===== src/sv/dma4_pkg.sv =====
// shared types and register decode constants for the four-channel dma controller
`default_nettype none

package dma4_pkg;

   localparam int NUM_CHANNELS = 4;
   localparam int CHAN_BITS    = $clog2(NUM_CHANNELS);
   localparam int COUNT_BITS   = 16;
   localparam int ADDR_BITS    = 24;
   localparam int MEM_ADDR_W   = 16;

   // bus functions
   localparam logic [1:0] FUNC_REG_WR  = 2'd0;
   localparam logic [1:0] FUNC_REG_RD  = 2'd1;
   localparam logic [1:0] FUNC_MEM2DEV = 2'd2;
   localparam logic [1:0] FUNC_DEV2MEM = 2'd3;

   // register decode
   localparam logic [9:0] DEC_MASK   = 10'h21c;
   localparam logic [9:0] REG_SELECT = 10'h200;
   localparam logic [9:0] REG_CNT_LO = 10'h004;
   localparam logic [9:0] REG_CNT_HI = 10'h204;
   localparam logic [9:0] REG_ADR_LO = 10'h008;
   localparam logic [9:0] REG_ADR_MD = 10'h208;
   localparam logic [9:0] REG_ADR_HI = 10'h00c;
   localparam logic [9:0] REG_MODE   = 10'h014;
   localparam logic [9:0] REG_MASK   = 10'h21c;

   // mode bits
   localparam int MODE_FROM_MEM_BIT = 3;
   localparam int MODE_AUTOINIT_BIT = 4;
   localparam int MODE_DOWN_BIT     = 5;

   typedef struct packed {
      logic [1:0] func;
      logic [9:0] reg_addr;
      logic [7:0] wdata;
      logic [1:0] chan;
   } dma4_req_type;

   typedef struct packed {
      logic [7:0]            rdata;
      logic                  refused;
      logic                  mem_valid;
      logic                  mem_write;
      logic [MEM_ADDR_W-1:0] mem_addr;
      logic [7:0]            mem_wdata;
      logic                  tc_irq;
   } dma4_rsp_type;

   typedef struct packed {
      logic capture;
      logic execute;
   } dma4_cmd_type;

endpackage

`default_nettype wire


===== src/sv/dma4_ctrl.sv =====
// sequencing state machine: capture a request, execute it, strobe the result
`default_nettype none

module dma4_ctrl
   import dma4_pkg::*;
(
   input  wire logic   clock,
   input  wire logic   reset,
   input  wire logic   start,
   output logic        busy,
   output dma4_cmd_type cmd,
   output logic        rsp_strobe
);

   localparam logic ST_IDLE = 1'b0;
   localparam logic ST_EXEC = 1'b1;

   logic state_ff, state_in;
   logic strobe_ff, strobe_in;

   always_comb begin
      state_in  = state_ff;
      strobe_in = 1'b0;
      case (state_ff)
         ST_IDLE: begin
            if (start) state_in = ST_EXEC;
         end
         ST_EXEC: begin
            state_in  = ST_IDLE;
            strobe_in = 1'b1;
         end
         default: state_in = ST_IDLE;
      endcase
   end

   always_ff @(posedge clock) begin
      if (reset) begin
         state_ff  <= ST_IDLE;
         strobe_ff <= 1'b0;
      end else begin
         state_ff  <= state_in;
         strobe_ff <= strobe_in;
      end
   end

   assign busy        = (state_ff == ST_EXEC);
   assign cmd.capture = (state_ff == ST_IDLE) && start;
   assign cmd.execute = (state_ff == ST_EXEC);
   assign rsp_strobe  = strobe_ff;

   // an accepted beat is executed next cycle and its result strobed the cycle after
   a_accept_exec: assert property (@(posedge clock) disable iff (reset)
      cmd.capture |=> cmd.execute ##1 rsp_strobe)
      else $error("accepted beat not executed and strobed");

   // result strobe never overlaps execution
   a_strobe_idle: assert property (@(posedge clock) disable iff (reset)
      rsp_strobe |-> !cmd.execute)
      else $error("strobe during execution");

endmodule

`default_nettype wire


===== src/sv/dma4_datapath.sv =====
// channel register file, transfer engine and result register
`default_nettype none

module dma4_datapath
   import dma4_pkg::*;
(
   input  wire logic         clock,
   input  wire logic         reset,
   input  wire dma4_cmd_type cmd,
   input  wire dma4_req_type req_data,
   output dma4_rsp_type      rsp_data
);

   dma4_req_type req_ff;
   dma4_rsp_type rsp_ff, rsp_in;

   logic                 base_view_ff, base_view_in;
   logic [CHAN_BITS-1:0] sel_ff, sel_in;
   logic [7:0]           mask_ff, mask_in;
   logic [COUNT_BITS-1:0] cnt_reload_ff [NUM_CHANNELS];
   logic [COUNT_BITS-1:0] cnt_reload_in [NUM_CHANNELS];
   logic [COUNT_BITS:0]   cnt_now_ff    [NUM_CHANNELS];
   logic [COUNT_BITS:0]   cnt_now_in    [NUM_CHANNELS];
   logic [ADDR_BITS-1:0]  adr_reload_ff [NUM_CHANNELS];
   logic [ADDR_BITS-1:0]  adr_reload_in [NUM_CHANNELS];
   logic [ADDR_BITS-1:0]  adr_now_ff    [NUM_CHANNELS];
   logic [ADDR_BITS-1:0]  adr_now_in    [NUM_CHANNELS];
   logic [7:0]            mode_ff       [NUM_CHANNELS];
   logic [7:0]            mode_in       [NUM_CHANNELS];

   logic [CHAN_BITS-1:0]  idx;
   logic [9:0]            dec;
   logic                  both;
   logic [COUNT_BITS-1:0] rd_cnt;
   logic [ADDR_BITS-1:0]  rd_adr;
   logic [COUNT_BITS:0]   cnt_cur;
   logic [ADDR_BITS-1:0]  adr_cur;
   logic [COUNT_BITS-1:0] cnt_rl_cur;
   logic [ADDR_BITS-1:0]  adr_rl_cur;
   logic [7:0]            mode_cur;
   logic [COUNT_BITS:0]   cnt_dec;
   logic                  to_mem;
   logic                  chan_masked;

   // single read port into the channel file: transfer channel or selected channel
   assign idx        = req_ff.func[1] ? req_ff.chan : sel_ff;
   assign dec        = req_ff.reg_addr & DEC_MASK;
   assign both       = !base_view_ff;
   assign cnt_cur    = cnt_now_ff[idx];
   assign adr_cur    = adr_now_ff[idx];
   assign cnt_rl_cur = cnt_reload_ff[idx];
   assign adr_rl_cur = adr_reload_ff[idx];
   assign mode_cur   = mode_ff[idx];
   assign rd_cnt     = both ? cnt_cur[COUNT_BITS-1:0] : cnt_rl_cur;
   assign rd_adr     = both ? adr_cur : adr_rl_cur;
   assign cnt_dec    = cnt_cur - {{COUNT_BITS{1'b0}}, 1'b1};
   assign to_mem     = (req_ff.func == FUNC_DEV2MEM);
   assign chan_masked = mask_ff[{1'b0, req_ff.chan}];

   always_comb begin
      base_view_in  = base_view_ff;
      sel_in        = sel_ff;
      mask_in       = mask_ff;
      cnt_reload_in = cnt_reload_ff;
      cnt_now_in    = cnt_now_ff;
      adr_reload_in = adr_reload_ff;
      adr_now_in    = adr_now_ff;
      mode_in       = mode_ff;
      rsp_in        = '0;
      case (req_ff.func)
         FUNC_REG_WR: begin
            case (dec)
               REG_SELECT: begin
                  base_view_in = req_ff.wdata[2];
                  sel_in       = req_ff.wdata[CHAN_BITS-1:0];
               end
               REG_CNT_LO: begin
                  cnt_reload_in[idx][7:0] = req_ff.wdata;
                  if (both) cnt_now_in[idx] = {1'b0, cnt_cur[15:8], req_ff.wdata};
               end
               REG_CNT_HI: begin
                  cnt_reload_in[idx][15:8] = req_ff.wdata;
                  if (both) cnt_now_in[idx] = {1'b0, req_ff.wdata, cnt_cur[7:0]};
               end
               REG_ADR_LO: begin
                  adr_reload_in[idx][7:0] = req_ff.wdata;
                  if (both) adr_now_in[idx][7:0] = req_ff.wdata;
               end
               REG_ADR_MD: begin
                  adr_reload_in[idx][15:8] = req_ff.wdata;
                  if (both) adr_now_in[idx][15:8] = req_ff.wdata;
               end
               REG_ADR_HI: begin
                  adr_reload_in[idx][23:16] = req_ff.wdata;
                  if (both) adr_now_in[idx][23:16] = req_ff.wdata;
               end
               REG_MODE: mode_in[idx] = req_ff.wdata;
               REG_MASK: mask_in = req_ff.wdata;
               default: ;
            endcase
         end
         FUNC_REG_RD: begin
            case (dec)
               REG_SELECT: rsp_in.rdata = {5'd0, base_view_ff, sel_ff};
               REG_CNT_LO: rsp_in.rdata = rd_cnt[7:0];
               REG_CNT_HI: rsp_in.rdata = rd_cnt[15:8];
               REG_ADR_LO: rsp_in.rdata = rd_adr[7:0];
               REG_ADR_MD: rsp_in.rdata = rd_adr[15:8];
               REG_ADR_HI: rsp_in.rdata = rd_adr[23:16];
               REG_MODE:   rsp_in.rdata = mode_cur;
               REG_MASK:   rsp_in.rdata = mask_ff;
               default:    rsp_in.rdata = 8'd0;
            endcase
         end
         default: begin
            if (chan_masked || (mode_cur[MODE_FROM_MEM_BIT] == to_mem)) begin
               rsp_in.refused = 1'b1;
            end else begin
               rsp_in.mem_valid = 1'b1;
               rsp_in.mem_write = to_mem;
               rsp_in.mem_addr  = adr_cur[MEM_ADDR_W-1:0];
               rsp_in.mem_wdata = to_mem ? req_ff.wdata : 8'd0;
               if (mode_cur[MODE_DOWN_BIT])
                  adr_now_in[idx] = adr_cur - {{(ADDR_BITS-1){1'b0}}, 1'b1};
               else
                  adr_now_in[idx] = adr_cur + {{(ADDR_BITS-1){1'b0}}, 1'b1};
               cnt_now_in[idx] = cnt_dec;
               // count underflow: reload or terminal count
               if (cnt_dec[COUNT_BITS]) begin
                  if (mode_cur[MODE_AUTOINIT_BIT]) begin
                     adr_now_in[idx] = adr_rl_cur;
                     cnt_now_in[idx] = {1'b0, cnt_rl_cur};
                  end else begin
                     rsp_in.tc_irq = 1'b1;
                     mask_in[{1'b0, req_ff.chan}] = 1'b1;
                  end
               end
            end
         end
      endcase
   end

   always_ff @(posedge clock) begin
      if (cmd.capture) req_ff <= req_data;
   end

   always_ff @(posedge clock) begin
      if (reset) begin
         base_view_ff <= 1'b0;
         sel_ff       <= '0;
         mask_ff      <= '0;
         rsp_ff       <= '0;
         for (int i = 0; i < NUM_CHANNELS; i++) begin
            cnt_reload_ff[i] <= '0;
            cnt_now_ff[i]    <= '0;
            adr_reload_ff[i] <= '0;
            adr_now_ff[i]    <= '0;
            mode_ff[i]       <= '0;
         end
      end else if (cmd.execute) begin
         base_view_ff  <= base_view_in;
         sel_ff        <= sel_in;
         mask_ff       <= mask_in;
         rsp_ff        <= rsp_in;
         cnt_reload_ff <= cnt_reload_in;
         cnt_now_ff    <= cnt_now_in;
         adr_reload_ff <= adr_reload_in;
         adr_now_ff    <= adr_now_in;
         mode_ff       <= mode_in;
      end
   end

   assign rsp_data = rsp_ff;

   // a refused transfer issues no memory access
   a_refused_no_access: assert property (@(posedge clock) disable iff (reset)
      rsp_ff.refused |-> !rsp_ff.mem_valid)
      else $error("refused transfer issued an access");

   // terminal count only with an issued access, and the channel is masked after it
   a_tc_masks: assert property (@(posedge clock) disable iff (reset)
      (cmd.execute && rsp_in.tc_irq) |=> (rsp_ff.mem_valid && mask_ff[{1'b0, req_ff.chan}]))
      else $error("terminal count without access or mask");

endmodule

`default_nettype wire


===== src/sv/four_channel_dma_controller.sv =====
// four-channel dma controller top level: controller plus channel datapath
// a beat is captured, executed in the exec state, then strobed from the result register
// no new beat is accepted while busy; busy is high for the execute cycle only
// every beat gives exactly one result, shown for one cycle; the receiver cannot stall
// reset (synchronous, active high) clears all channel registers, mask, select and view
// the next beat may be accepted in the same cycle the previous result is strobed
`default_nettype none

module four_channel_dma_controller
   import dma4_pkg::*;
(
   input  wire logic         clock,
   input  wire logic         reset,
   input  wire logic         start,
   output logic              busy,
   input  wire dma4_req_type req_data,
   output logic              rsp_strobe,
   output dma4_rsp_type      rsp_data
);

   dma4_cmd_type cmd;

   dma4_ctrl u_ctrl (
      .clock      (clock),
      .reset      (reset),
      .start      (start),
      .busy       (busy),
      .cmd        (cmd),
      .rsp_strobe (rsp_strobe)
   );

   dma4_datapath u_datapath (
      .clock    (clock),
      .reset    (reset),
      .cmd      (cmd),
      .req_data (req_data),
      .rsp_data (rsp_data)
   );

endmodule

`default_nettype wire

===== config.mk =====
export PLATFORM = sky130hd
export DESIGN_NAME = four_channel_dma_controller
export DESIGN_NICKNAME = d
export VERILOG_FILES = /design/src/sv/dma4_pkg.sv /design/src/sv/dma4_ctrl.sv /design/src/sv/dma4_datapath.sv /design/src/sv/four_channel_dma_controller.sv
export SDC_FILE = /design/constraint.sdc
export NUM_CORES = 2
export LEC_CHECK = 0
export ABC_AREA = 0
export BUFFER_PORTS_ARGS = -buffer_cell sky130_fd_sc_hd__buf_2
export CORE_MARGIN = 2
export CORE_UTILIZATION = 50
export DETAILED_ROUTE_END_ITERATION = 16
export PLACE_DENSITY = 0.66
export SLEW_MARGIN = 40
export SYNTH_ARGS = -nofsm -noshare
export SYNTH_HDL_FRONTEND = slang
export SYNTH_SLANG_ARGS = --single-unit

===== constraint.sdc =====
create_clock -name clock -period 5.75 [get_ports clock]
set_input_delay 0.575 -clock clock [delete_from_list [all_inputs] [get_ports clock]]
set_output_delay 0.575 -clock clock [all_outputs]
set_load 0.005 [all_outputs]

; Word-level counts from Yosys, hierarchy flattened
; Index checks and enable logic that the tools add are counted.
[word_totals]
register_bits = 427
out_inout_bits = 38
word_cells = 174
[op_classes]
addsub = 3
order_cmp = 4
n_eq_ne = 21
n_mux = 90
n_bitwise = 4
reduce_logical = 16
[ops]
columns = operator, n
row1 = $bwmux 96, 9
row2 = $mux 96, 9
row3 = $pmux 96 s3, 2
row4 = $mux 68, 5
row5 = $bwmux 68, 4
row6 = $pmux 68 s2, 2
row7 = $demux 24 s2, 4
row8 = $pmux 96 s2, 1
row9 = $mux 24, 7
row10 = $bwmux 64, 2
row11 = $pmux 64 s2, 1
row12 = $bmux 24 s2, 2
row13 = $mux 8, 11
row14 = $mux 16, 5
row15 = $demux 16 s2, 2
row16 = $pmux 8 s8, 1
row17 = $mux 17, 3
row18 = $bmux 17 s2, 1
row19 = $demux 17 s2, 1
row20 = $bmux 16 s2, 1
row21 = $bwmux 32, 1
row22 = $mux 28, 1
row23 = $mux 27, 1
row24 = $add 24x1->24 const B, 1
row25 = other kinds (36), 61

; Logic depth before layout (Yosys ltp)
[depth]
word_depth = 15
depth_mapped = 19
mapped_depth_nobuf = 11

; Modules after synthesis
; A second synthesis with hierarchy kept.
[hier_totals]
cells_unflattened = 2930
hier_area_um2 = 24143.2
[by_module_without_submodules]
columns = mod, instances, cells_each, area_per_inst_um2, seq_area_each_um2
row1 = dma4_datapath, 1, 2924, 24068.1, 8548.2
row2 = dma4_ctrl, 1, 6, 75.1, 40.0

; Worst setup path before layout
; OpenSTA, ideal clock, no wires.
[synth_timing]
path_kind = reg2reg
start = register u_datapath.req_ff[21] in the netlist's numbering
end = register u_datapath.adr_now_ff[42] in the netlist's numbering
setup_time_ps = 91
arrival_ps = 4245
required_ps = 5659
path_slack_ps = 1414
path_stages_with_launch = 18
period_less_slack_ps = 4336
cell_sequence = edfxtp_1 buf_6 mux2_2 buf_2 buf_6 buf_4 buf_2 buf_2 buf_2 buf_2 mux4_2 inv_1 ha_1 nand3_1 nor4_1 o21ai_0 or4_1 a311oi_1
[synth_between]
elab_chain_cells = 15
word_cells_on_any_way = 55
cone_classes = add/sub: 3 / order compare: 2 / eq/ne: 8 / mux: 36 / bitwise: 2 / reduce/logical: 4
[synth_lines]
columns = element, line_no
row1 = "start, declared", dma4_datapath.sv:14  ; dma4_req_type req_ff;
row2 = "start signal, assigned", dma4_datapath.sv:144  ; if (cmd.capture) req_ff <= req_data;
row3 = $mux 2, dma4_datapath.sv:46  ; assign idx = req_ff.func[1] ? req_ff.chan : sel_ff;
row4 = $not 2->3 (not written as such), -
row5 = $bmux 24 s2 (tied with other cells), dma4_datapath.sv:50  ; assign adr_cur = adr_now_ff[idx];
row6 = $mux 24 (not written as such) or $logic_and 1x1->1 (tied branches), -
row7 = "$mux 24, on equally long branches", -
row8 = $add 24x1->24 (tied with other cells), dma4_datapath.sv:126  ; adr_now_in[idx] = adr_cur + {{(ADDR_BITS-1){1'b0}}, 1'b1};
row9 = "$bwmux 96, on equally long branches", "dma4_datapath.sv:126, dma4_datapath.sv:124"
row10 = $mux 96, dma4_datapath.sv:123  ; if (mode_cur[MODE_DOWN_BIT])
row11 = $mux 96, dma4_datapath.sv:116  ; if (chan_masked || (mode_cur[MODE_FROM_MEM_BIT] == to_mem)) begin
row12 = $mux 96, dma4_datapath.sv:70  ; case (req_ff.func)
row13 = $bwmux 96, dma4_datapath.sv:131  ; adr_now_in[idx] = adr_rl_cur;
row14 = $mux 96, dma4_datapath.sv:130  ; if (mode_cur[MODE_AUTOINIT_BIT]) begin
row15 = $mux 96, dma4_datapath.sv:129  ; if (cnt_dec[COUNT_BITS]) begin
row16 = $mux 96, dma4_datapath.sv:116
row17 = $pmux 96 s2, dma4_datapath.sv:70
row18 = "end signal, assigned", dma4_datapath.sv:168  ; adr_now_ff <= adr_now_in;
row19 = "end, declared", dma4_datapath.sv:26  ; logic [ADDR_BITS-1:0] adr_now_ff [NUM_CHANNELS];
; Several ways; a longest one is shown, not always the timed one. The select of a mux whose other input is x is not followed.
; A chain may end at the register's enable or synchronous reset.

; Worst setup path in the final report
[layout_timing]
start = register u_datapath.req_ff[21] in the netlist's numbering
end = register u_datapath.adr_now_ff[47] in the netlist's numbering
; The elaborated chain is that of the path after synthesis.

==> results.md <==
- Cell taking the most area after synthesis: dfxtp_1
- Crit-path slowest cell: edfxtp_1
- Worst vdd ir: 0.000261 V
- Final Cycle Share: 88.1%
- Worst Path Required: 6200 ps
- Vias in the first global route: 24000
- Initial Util: 50.3%
- LEAKAGE: 8.88 nW
- Worst-path fanout max: 36
- CP Buf/Inv Count: 1
- DP Wirelength: 69900 um
- WL met2: 44100 um
- Most common cell in the netlist: nand2_1
- Post_cts resized: 0
- Mapped Area: 0.0245 mm2
- Worst skew pair latency: 620 ps
- Core area: 0.0486 mm2
- Longest Clk Path Bufs: 3
- Yosys cell types: 86
- RSZ-0062 raised after global routing: false
- # IOs: 63
- Kind of start point of the critical path: flip-flop
- Largest net degree at the start of global routing: 116
- Power Dens Cells: 262 mW/mm2
- Nets: 3045
- Gpl congestion: 0.987
- Max cap viols: 0
- CTS tree: built
- Worst Hold Class: input pin to flip-flop
- Routed WL per cell: 28.9 um
- WP data arrival: 5520 ps
- Worst setup margin: 685 ps
- Clock slew at reported path FFs: 60 ps
- Setup Skew: 30.9 ps
- FMAX: 197 MHz
- Initial antenna violation count: 0
- Top cells by count, synth: 483 x nand2_1, 405 x dfxtp_1, 340 x a21oi_1
- Net Count, Synth: 3103
- Slew margin rel.: 39.4%
- Setup Buffers After CTS: 0
- Routed WL: 106000 um
- Yosys top cell area share: 33.1%
- Seq/Total Area, Yosys: 35.1%
- Synthesized flop and latch total: 421
- Layout area overhead: 10.6%
- First-pass GRT wire length: 156000 um
- Final Hold Vio Count: 0
- Root Driver: clkbuf_16
- Fraction of layout instances using a drive strength above 1: 12.7%
- Final Setup Violations: 0
- Setup TNS: 0 ps
- Residual DRC count: 0
- Setup WS pre-CTS: 773 ps
- I/O Buffers: 56
- DR vias/cell: 7.07
- Iteration-0 DRC Markers: 3985
- Max Slew Vio Count: 0
- Status: completed
- Most frequent CP cell: nor3_1
- Delay-heaviest family, CP: multiplexers
- Vias: 26000
- Synth Area per Inst: 7.96 um2
- WS Path Type: flip-flop to flip-flop
- Ys Warns: 0
- Crit path largest cell delay: 850 ps
- Area contributors post-synth: dfxtp_1 33%, nand2_1 7.4%, mux4_2 7.3%
- Crit path cell chain: mux2_8 > buf_4 > mux4_2 > nor3_1 > nand2_1 > nor3_1 > o21ai_0 > xnor2_1 > nor2_1 > o32ai_1
- Fillers: 4556
- Tightest Pin Transition: 910 ps
- Die Y: 225 um
- Die width: 225 um
- Total global-route track usage: 40.9%
- Synth async-reset ratio: 0%
- H-tree depth: 2
- Fin crit period: 5060 ps
- Reg area: 0.00859 mm2
- Routed Antenna Nets: 0
- Die ar.: 0.0507 mm2
- Setup crit end kind: flip-flop
- Met3 wire len: 14200 um
- Num CTS Buffers: 48
- Core Util, Final: 55.6%
- First drt pass iteration count: 6
- Post-Syn Instances: 3075
- Row count: 81
- # hold bufs at CTS: 0
- Top layer in use: met4
- Number of synthesized flops with an enable pin: 16
- GRT overflow: 0
- Main synth FF type: dfxtp_1
- Multi-input logic area: 0.0147 mm2
- Clock sinks: 421
- Met1 WL: 41900 um
-- state kept, by name, indices dropped and copies added (netlist names), 8 cells and up, named ones only --
| name | count |
|---|---|
| u_datapath.adr_now_ff | 96 |
| u_datapath.adr_reload_ff | 96 |
| u_datapath.cnt_now_ff | 52 |
| u_datapath.cnt_reload_ff | 64 |
| u_datapath.mask_ff | 8 |
| u_datapath.mode_ff | 32 |
| u_datapath.req_ff | 12 |
| u_datapath.rsp_data | 36 |
-- power by group --
group          internal, mW  switching (mW)
clock network          1.89            1.31
logic                 0.250           0.639
registers              2.97          0.0414
total                  5.11            1.99
-- metrics by stage --
stage | hold slack [ps] | instance area (um2) | total power [mW] | cells
CTS | 133 | 27000 | 7.06 | 3673
global placement | 427 | 25400 | 3.90 | 3586
finish | 134 | 27100 | 7.09 | 3674
global route | 137 | 27100 | 7.25 | 3673
detailed placement | 434 | 25400 | 3.92 | 3589
floorplan | 433 | 24500 | 3.61 | 3075
-- routing by layer --
| metal | global-route usage (%) | vias to the layer above |
|---|---|---|
| li1 | - | 11200 |
| met4 | 22.1 | 0 |
| met3 | 12.6 | 396 |
| met2 | 58.4 | 1907 |
| met1 | 54.9 | 12500 |
| met5 | 0 | - |
-- final timing paths --
check | start | slack [ps] | end | cells past startpoint
worst min-delay path | req_data[2] | 130 | u_datapath.req_ff[2]$_DFFE_PP_ | 1
worst max register to register | u_datapath.req_ff[21]$_DFFE_PP_ | 690 | u_datapath.adr_now_ff[47]$_SDFFE_PP0P_ | 10
worst min register to register | u_datapath.rsp_data[26]$_SDFFE_PP0P_ | 440 | u_datapath.rsp_data[26]$_SDFFE_PP0P_ | 2
worst max-delay path | u_datapath.req_ff[21]$_DFFE_PP_ | 690 | u_datapath.adr_now_ff[47]$_SDFFE_PP0P_ | 10
-- layout make-up --
cell class	instances	share of cell area (%)
Clock inverter	14	0.694
Tap cell	622	2.88
Timing Repair Buffer	164	4.45
Antenna cell	1	0.00925
Clock buffer	70	5.27
Inverter	38	0.527
Sequential cell	421	31.7
Multi-Input combinational cell	2344	54.4
-- cells in the final DEF (no fill, tap or decap), types with 12 or more instances in the layout --
| cell type | count |
|---|---|
| a211oi_1 | 39 |
| a21oi_1 | 340 |
| a221o_1 | 21 |
| a221oi_1 | 37 |
| a22o_1 | 27 |
| a22oi_1 | 25 |
| a311oi_1 | 13 |
| a31o_2 | 12 |
| a31oi_1 | 48 |
| a32o_1 | 12 |
| and3_1 | 21 |
| buf_2 | 55 |
| buf_4 | 97 |
| clkbuf_16 | 50 |
| dfxtp_1 | 403 |
| edfxtp_1 | 16 |
| inv_1 | 36 |
| mux2i_1 | 104 |
| mux4_2 | 79 |
| nand2_1 | 483 |
| nand2b_1 | 12 |
| nand3_1 | 241 |
| nor2_1 | 224 |
| nor2_2 | 12 |
| nor2b_1 | 18 |
| nor3_1 | 60 |
| o211ai_1 | 31 |
| o21ai_0 | 188 |
| o221ai_1 | 13 |
| o22ai_1 | 34 |
| o31ai_1 | 23 |
| xnor2_1 | 30 |
| xor2_1 | 12 |
-- cells by family after synthesis --
logic type	Yosys count	share of synthesized area, %
adders and majority gates	3	0.153
DFF	421	35.1
xor gates and xnor gates	43	1.57
buffers and inverters	310	5.35
muxes	199	12.6
AOI/OAI and AO/OA	944	24.2
and+or+nand+nor	1155	21.0
(Power assumes the default switching activity.)
